## src/hdl/pmce_pkg.sv

```systemverilog
// ---------------------------------------------------------------------------
// pmce_pkg
// Shared types and constants of the patch match cost engine.
// ---------------------------------------------------------------------------
package pmce_pkg;

  localparam int unsigned SPATIAL_CAP = 200;
  localparam logic [19:0] W_APPEAR    = 20'd670753;
  localparam logic [10:0] W_SPATIAL   = 11'd1049;

  localparam logic REQ_LOAD  = 1'b0;
  localparam logic REQ_QUERY = 1'b1;

  localparam logic CFG_NUM_ROWS = 1'b0;
  localparam logic CFG_NUM_COLS = 1'b1;

  typedef enum logic [2:0] {
    ST_IDLE,
    ST_SPATIAL,
    ST_SP_DRAIN,
    ST_APPEAR,
    ST_AP_DRAIN,
    ST_MUL,
    ST_SUM,
    ST_OUT
  } state_t;

  // controller -> datapath commands
  typedef struct packed {
    logic load_req;     // latch the accepted request
    logic clear_sums;   // zero accumulators and held colour
    logic issue_sp;     // issue a 3x3 read at the offset index
    logic issue_ap;     // issue a 5x5 read at the offset index
    logic [4:0] offset; // window position index
    logic mul;          // register the weighted products
    logic sum;          // add the products
    logic capture;      // copy the finished costs into the result register
  } cmd_t;

  // datapath -> controller status
  typedef struct packed {
    logic pipe_busy;    // reads still in flight
  } stat_t;

endpackage

```

## src/hdl/pmce_ctrl.sv

```systemverilog
// ---------------------------------------------------------------------------
// pmce_ctrl
// Sequencer: steps the 3x3 and 5x5 windows and the final weighting.
// ---------------------------------------------------------------------------
module pmce_ctrl (
  input  logic             clk,
  input  logic             rst,
  input  logic             req_fire,
  input  logic             req_query,
  input  logic             res_fire,
  input  pmce_pkg::stat_t  stat,
  output logic             busy,
  output logic             res_valid,
  output pmce_pkg::cmd_t   cmd
);

  pmce_pkg::state_t state, state_next;
  logic [4:0] idx, idx_next;
  logic res_full;

  always_ff @(posedge clk) begin
    if (rst) begin
      state    <= pmce_pkg::ST_IDLE;
      idx      <= '0;
      res_full <= 1'b0;
    end else begin
      state <= state_next;
      idx   <= idx_next;
      if (cmd.capture) res_full <= 1'b1;
      else if (res_fire) res_full <= 1'b0;
    end
  end

  assign res_valid = res_full;

  always_comb begin
    state_next = state;
    idx_next   = idx;
    case (state)
      pmce_pkg::ST_IDLE: begin
        idx_next = '0;
        if (req_fire && req_query) state_next = pmce_pkg::ST_SPATIAL;
      end
      pmce_pkg::ST_SPATIAL: begin
        idx_next = idx + 5'd1;
        if (idx == 5'd8) begin
          idx_next   = '0;
          state_next = pmce_pkg::ST_SP_DRAIN;
        end
      end
      pmce_pkg::ST_SP_DRAIN: begin
        if (!stat.pipe_busy) state_next = pmce_pkg::ST_APPEAR;
      end
      pmce_pkg::ST_APPEAR: begin
        idx_next = idx + 5'd1;
        if (idx == 5'd24) begin
          idx_next   = '0;
          state_next = pmce_pkg::ST_AP_DRAIN;
        end
      end
      pmce_pkg::ST_AP_DRAIN: begin
        if (!stat.pipe_busy) state_next = pmce_pkg::ST_MUL;
      end
      pmce_pkg::ST_MUL: state_next = pmce_pkg::ST_SUM;
      pmce_pkg::ST_SUM: state_next = pmce_pkg::ST_OUT;
      pmce_pkg::ST_OUT: begin
        if (!res_full || res_fire) state_next = pmce_pkg::ST_IDLE;
      end
      default: state_next = pmce_pkg::ST_IDLE;
    endcase
  end

  always_comb begin
    cmd            = '0;
    cmd.offset     = idx;
    busy           = 1'b1;
    case (state)
      pmce_pkg::ST_IDLE: begin
        busy           = 1'b0;
        cmd.load_req   = req_fire;
        cmd.clear_sums = 1'b1;
      end
      pmce_pkg::ST_SPATIAL: cmd.issue_sp = 1'b1;
      pmce_pkg::ST_APPEAR:  cmd.issue_ap = 1'b1;
      pmce_pkg::ST_MUL:     cmd.mul = 1'b1;
      pmce_pkg::ST_SUM:     cmd.sum = 1'b1;
      pmce_pkg::ST_OUT:     cmd.capture = !res_full || res_fire;
      default: ;
    endcase
  end

endmodule

```

## config.mk

```make
export PLATFORM = sky130hd
export DESIGN_NAME = pmce_ctrl
export DESIGN_NICKNAME = d
export VERILOG_FILES = /design/src/hdl/pmce_pkg.sv /design/src/hdl/pmce_ctrl.sv
export SDC_FILE = /design/constraint.sdc
export NUM_CORES = 1
export LEC_CHECK = 0
export ABC_AREA = 1
export BUFFER_PORTS_ARGS = -buffer_cell sky130_fd_sc_hd__buf_2
export CAP_MARGIN = 10
export CORE_AREA = 2 2 39 41
export CTS_CLUSTER_SIZE = 40
export DETAILED_ROUTE_END_ITERATION = 16
export DIE_AREA = 0 0 41 43
export GPL_TIMING_DRIVEN = 0
export PLACE_DENSITY = 0.71
export SKIP_CTS_REPAIR_TIMING = 1
export SLEW_MARGIN = 10
export SYNTH_ARGS = -nofsm -noshare
export SYNTH_HDL_FRONTEND = slang
export SYNTH_SLANG_ARGS = --single-unit
```

## constraint.sdc

```tcl
create_clock -name clk -period 1.5 [get_ports clk]
set_clock_uncertainty 0.15 [all_clocks]
set_input_delay 0.15 -clock clk [delete_from_list [all_inputs] [get_ports clk]]
set_output_delay 0.15 -clock clk [all_outputs]
set_load 0.01 [all_outputs]
```

-- Yosys cells after proc, flatten, opt, wreduce, memory -nomap -nowiden
Index checks and enable logic that the tools add are counted.
- eq/ne operators: 15
- add/subtract/negate cells: 1
- muxes and demuxes: 19
- reduce and logical (&&, ||, !) cells: 7
- operators by type and width (operator ; count):
    3-bit case mux with 8 select lines ; 1
    3-bit 2-to-1 mux ; 6
    5-bit case mux with 3 select lines ; 1
    3-bit equality test, second input constant ; 4
    2-bit != test, second input constant ; 6
    5-bit 2-to-1 mux ; 2
    1-bit 2-to-1 mux ; 8
    3-bit by 2-bit equality test with 1-bit output, second input constant ; 2
    6-bit AND reduction ; 1
    5-bit by 1-bit adder with 5-bit output, second input constant ; 1
    5-bit by 4-bit equality test with 1-bit output, second input constant ; 1
    5-bit equality test, second input constant ; 1
    3-bit by 1-bit equality test with 1-bit output, second input constant ; 1
    3-bit logical NOT ; 1
    3-bit nonzero test ; 1
    2-bit 2-to-1 mux ; 1
    2-bit nonzero test ; 1
    1-bit logical AND ; 1
    1-bit logical NOT ; 1
    1-bit logical OR ; 1
- register bits: 9
- input port bits: 6
- output and inout bits: 14

-- Longest topological paths before layout
- word-level depth: 4
- depth in mapped cells: 10
- depth with buffers taken out: 10

-- Worst setup path before layout
No wires, ideal clock.
- path type: flip-flop to flip-flop
- start: register idx[0]
- end: register state[1]
- setup time: 0.114 ns
- data arrival time: 1.105 ns
- slack: 0.131 ns
- required time: 1.236 ns
- cell stages (with the launch flop): 11
- clock period less this slack: 1.369 ns
- path through: dfxtp_1 > inv_1 > ha_1 > nand3_1 > nand2_1 > nand2_2 > inv_4 > nand2_4 > nand2_1 > nand2_1 > nor2_2
- cells in the longest elaborated chain, start to end: 3
- elaborated cells on any way between the ends: 5
- classes of those cells: 4 x eq/ne; 1 x reduce/logical
- ends and longest elaborated chain (element ; RTL line ; text):
    from (decl) ; pmce_ctrl.sv:18 ; logic [4:0] idx, idx_next;
    from (signal assigned) ; pmce_ctrl.sv:28 ; idx <= idx_next;
    5-bit equality test / 5-bit by 4-bit equality test with 1-bit output (equally long branches) ; pmce_ctrl.sv:56, pmce_ctrl.sv:46 ;
    2-bit != test (no line) ; -- ;
    6-bit AND reduction (no line) (*) ; -- ;
    to (signal assigned) ; pmce_ctrl.sv:23 ; state <= pmce_pkg::ST_IDLE;
    to (signal assigned) ; pmce_ctrl.sv:27 ; state <= state_next;
    to (decl) ; pmce_ctrl.sv:17 ; pmce_pkg::state_t state, state_next;
Mark *: on every way between the ends. The rest lies on a longest branch, timed or not.
A chain may end at the register's enable or synchronous reset.

==> impl_metrics.env <==
export IMPL_rrSetupSlack_ns=0.11
export IMPL_endpoint_kind="output port"
export IMPL_critPathTopFamily="flip-flops"
export IMPL_antenna_diode_count=0
export IMPL_power_density_nw_per_um2=1460
export IMPL_postSynth_asyncResetShare_pct=0
export IMPL_synth_edff_count=0
export IMPL_fin_crit_sh_pct=95.5
export IMPL_routedWlPerCell_um=9.35
export IMPL_path_max_fanout=7
export IMPL_ant_nets=0
export IMPL_antenna_found_initial=0
export IMPL_grt_usage_pct=16.4
export IMPL_place_ws_ns=0.0704
export IMPL_clockBufferDepth=2
export IMPL_cts_root_buffer="clkbuf_4"
export IMPL_met1_length_um=583
export IMPL_holdPathStages=3
export IMPL_yosys_warnings=0
export IMPL_wl_met2_um=558
export IMPL_drt_initial_drc_count=11
export IMPL_arrival_ns=1.13
export IMPL_synth_cell_types=17
export IMPL_rows=14
export IMPL_synth_compound_area_share_pct=11.2
export IMPL_vias_per_cell=4.75
export IMPL_yosysSeqAreaShare_pct=31.0
export IMPL_internal_power_uw=601
export IMPL_htreeDepth=1
export IMPL_rsz0062_at_grt="true"
export IMPL_startpoint_type="flip-flop"
export IMPL_initial_core_util_pct=42.0
export IMPL_insertion_delay_ns=0.26
export IMPL_grt_first_pass_wirelength_um=1930
export IMPL_finalHoldViolCount=0
export IMPL_status="completed"
export IMPL_fp_dieW_um=41
export IMPL_top_layer="met4"
export IMPL_layout_nets=127
export IMPL_numClockSinks=9
export IMPL_p_total_mw=1.10
export IMPL_comb_power_share_pct=51.2
export IMPL_p_sw_uw=504
export IMPL_gp_congestion=0.747
export IMPL_max_freq_mhz=698
export IMPL_holdPathEnd="res_valid"
export IMPL_muxShareOfSynthArea_pct=0
export IMPL_grt_max_degree=11
export IMPL_die_height_um=43
export IMPL_dieArea_um2=1760
export IMPL_synth_fa_ha_area_share_pct=4.30
export IMPL_io_pin_count=20
export IMPL_hold_path_class="input pin to flip-flop"
export IMPL_yosysTopAreaCell="dfxtp_1"
export IMPL_io_buffers=19
export IMPL_critPathRequiredTime_ns=1.20
export IMPL_synth_area_per_cell_um2=6.19
export IMPL_synth_simple_area_share_pct=40.9
export IMPL_syn_nets=102
export IMPL_synthXorXnorAreaFrac_pct=0
export IMPL_layout_setup_ws_ns=0.0676
export IMPL_min_delay_start="res_fire"
export IMPL_cap_violations=0
export IMPL_grt_pass1_vias=501
export IMPL_synth_top_family_by_area="simple AND/OR/NAND/NOR gates"
export IMPL_ys_flop_type="dfxtp_1"
export IMPL_leakage_nw=0.422
export IMPL_multiInputGateArea_um2=338
export IMPL_slew_headroom_pct=86.7
export IMPL_period_needed_ns=1.43
export IMPL_netlist_area_leader_share_pct=31.0
export IMPL_hpwl_um=970
export IMPL_seqCellArea_um2=191
export IMPL_cts_tree="built"
export IMPL_num_fill_cells=146
export IMPL_drc=0
export IMPL_max_slew_worst_pin_slew_ns=0.199
export IMPL_synthToLayoutAreaGrowth_pct=30.1
export IMPL_cts_buffers_inserted=3
export IMPL_core_um2=1380
export IMPL_p_clk_share_pct=17.2
export IMPL_synthesis_area_um2=582
export IMPL_r2r_cells=10
export IMPL_crit_buf_inv=3
export IMPL_synth_cells=94
export IMPL_drt_pre_antenna_iters=6
export IMPL_drt_total_wl_um=1250
export IMPL_overflow=0
export IMPL_cp_slowest_cell="dfxtp_4"
export IMPL_timing_rr_end="state[1]"
export IMPL_setup_viol=0
export IMPL_vdd_drop_max_mv=0.693
export IMPL_finalMaxSlewViolations=0
export IMPL_sw_frac_of_total_pct=45.6
export IMPL_drive_gt1_share_pct=33.9
export IMPL_path_cells="nor2_4, inv_2, nor2_2, inv_1, nor2_1, buf_2"
export IMPL_synth_top_cells_by_area="dfxtp_1 31%, nand2_1 14%, inv_1 10%, nand3_1 8.6%, nor2_1 8.4%"
export IMPL_seq_power_share_pct=31.6
export IMPL_num_vias=636
export IMPL_ys_top_cells_by_count="21 x nand2_1, 16 x inv_1, 13 x nor2_1"
export IMPL_cts_clk_slew_worst_paths_ns=0.06
export IMPL_dr_wl_met3_um=77
export IMPL_synth_most_common_cell="nand2_1"
export IMPL_r2r_start="state[2]"
export IMPL_critical_path_max_stage_delay_ns=0.37
export IMPL_ys_ff_latch=9
export IMPL_worstSetupPathType="flip-flop to output port"
## cells in the final DEF (no fill, tap or decap), drive strengths merged
master,count
clkbuf,4
ha,2
o211ai,1
inv,19
o21ai,5
buf,19
nand4,1
dfxtp,9
a21oi,5
nor2,17
nand2,24
o21a,1
nand3,10
dlygate4sd3,1
## worst max-delay path by stage
stage              from        to  slack [ns]  depth (start not counted)
2_1_floorplan    idx[0]  state[1]        0.13                         10
3_3_place_gp   state[2]  state[0]         0.1                         10
3_5_place_dp   state[2]  state[1]        0.07                         10
4_1_cts        state[0]   cmd[11]       -0.06                          6
5_1_grt        state[0]   cmd[11]       -0.04                          6
6_report       state[0]   cmd[11]        0.07                          6
## cells by family after synthesis
| group | count (synthesis) |
|---|---|
| AO/OA/AOI/OAI | 12 |
| adder cells (fa/ha/maj) | 2 |
| buffers and inverters | 19 |
| flip-flops | 9 |
| AND/OR/NAND/NOR | 52 |
## registers in the layout, summed over array words and instances (netlist names)
name / flops
idx: 5
state: 3
res_valid: 1
## layout make-up
type | instances | area share, %
clock buffers | 4 | 3.47
inverters | 19 | 10.1
multi-input cells | 66 | 44.6
flip-flops and latches | 9 | 25.3
well taps | 16 | 2.64
repair buffers | 20 | 13.9
## per-stage QoR
step	utilization, %	cells	TNS, ns	hold slack [ns]	cell area [um2]
after floorplan	-	94	0	0.0669	582
after global placement	50.4	129	0	0.238	697
after detailed placement	50.4	129	0	0.241	697
after CTS	52.3	133	-0.0825	-0.0408	723
after global routing	54.7	134	-0.0527	0.101	757
final	54.7	134	0	0.0896	757
## worst reg2reg max path, cell delays in order (launching register included)
cell,delay [ns]
dfxtp_2,0.34
inv_4,0.11
nand3_1,0.13
nand2_1,0.12
nand2_1,0.06
nand2_2,0.10
inv_4,0.06
nand2_4,0.06
nand2_1,0.05
nand2_1,0.07
nor2_2,0.03
## layer usage
layer / vias to the layer above / GRT usage [%]
li1: 339 / -
met5: - / 0
met3: 5 / 4.71
met1: 270 / 20.6
met2: 22 / 23.4
met4: 0 / 10.0
## power groups by stage
stage / combinational [mW] / sequential [mW] / clock (mW)
4_1_cts: 0.550 / 0.322 / 0.194
3_3_place_gp: 0.533 / 0.327 / 0
6_report: 0.565 / 0.349 / 0.190
3_5_place_dp: 0.545 / 0.327 / 0
2_1_floorplan: 0.410 / 0.323 / 0
5_1_grt: 0.648 / 0.354 / 0.207
Power figures use the tool's default switching activity.
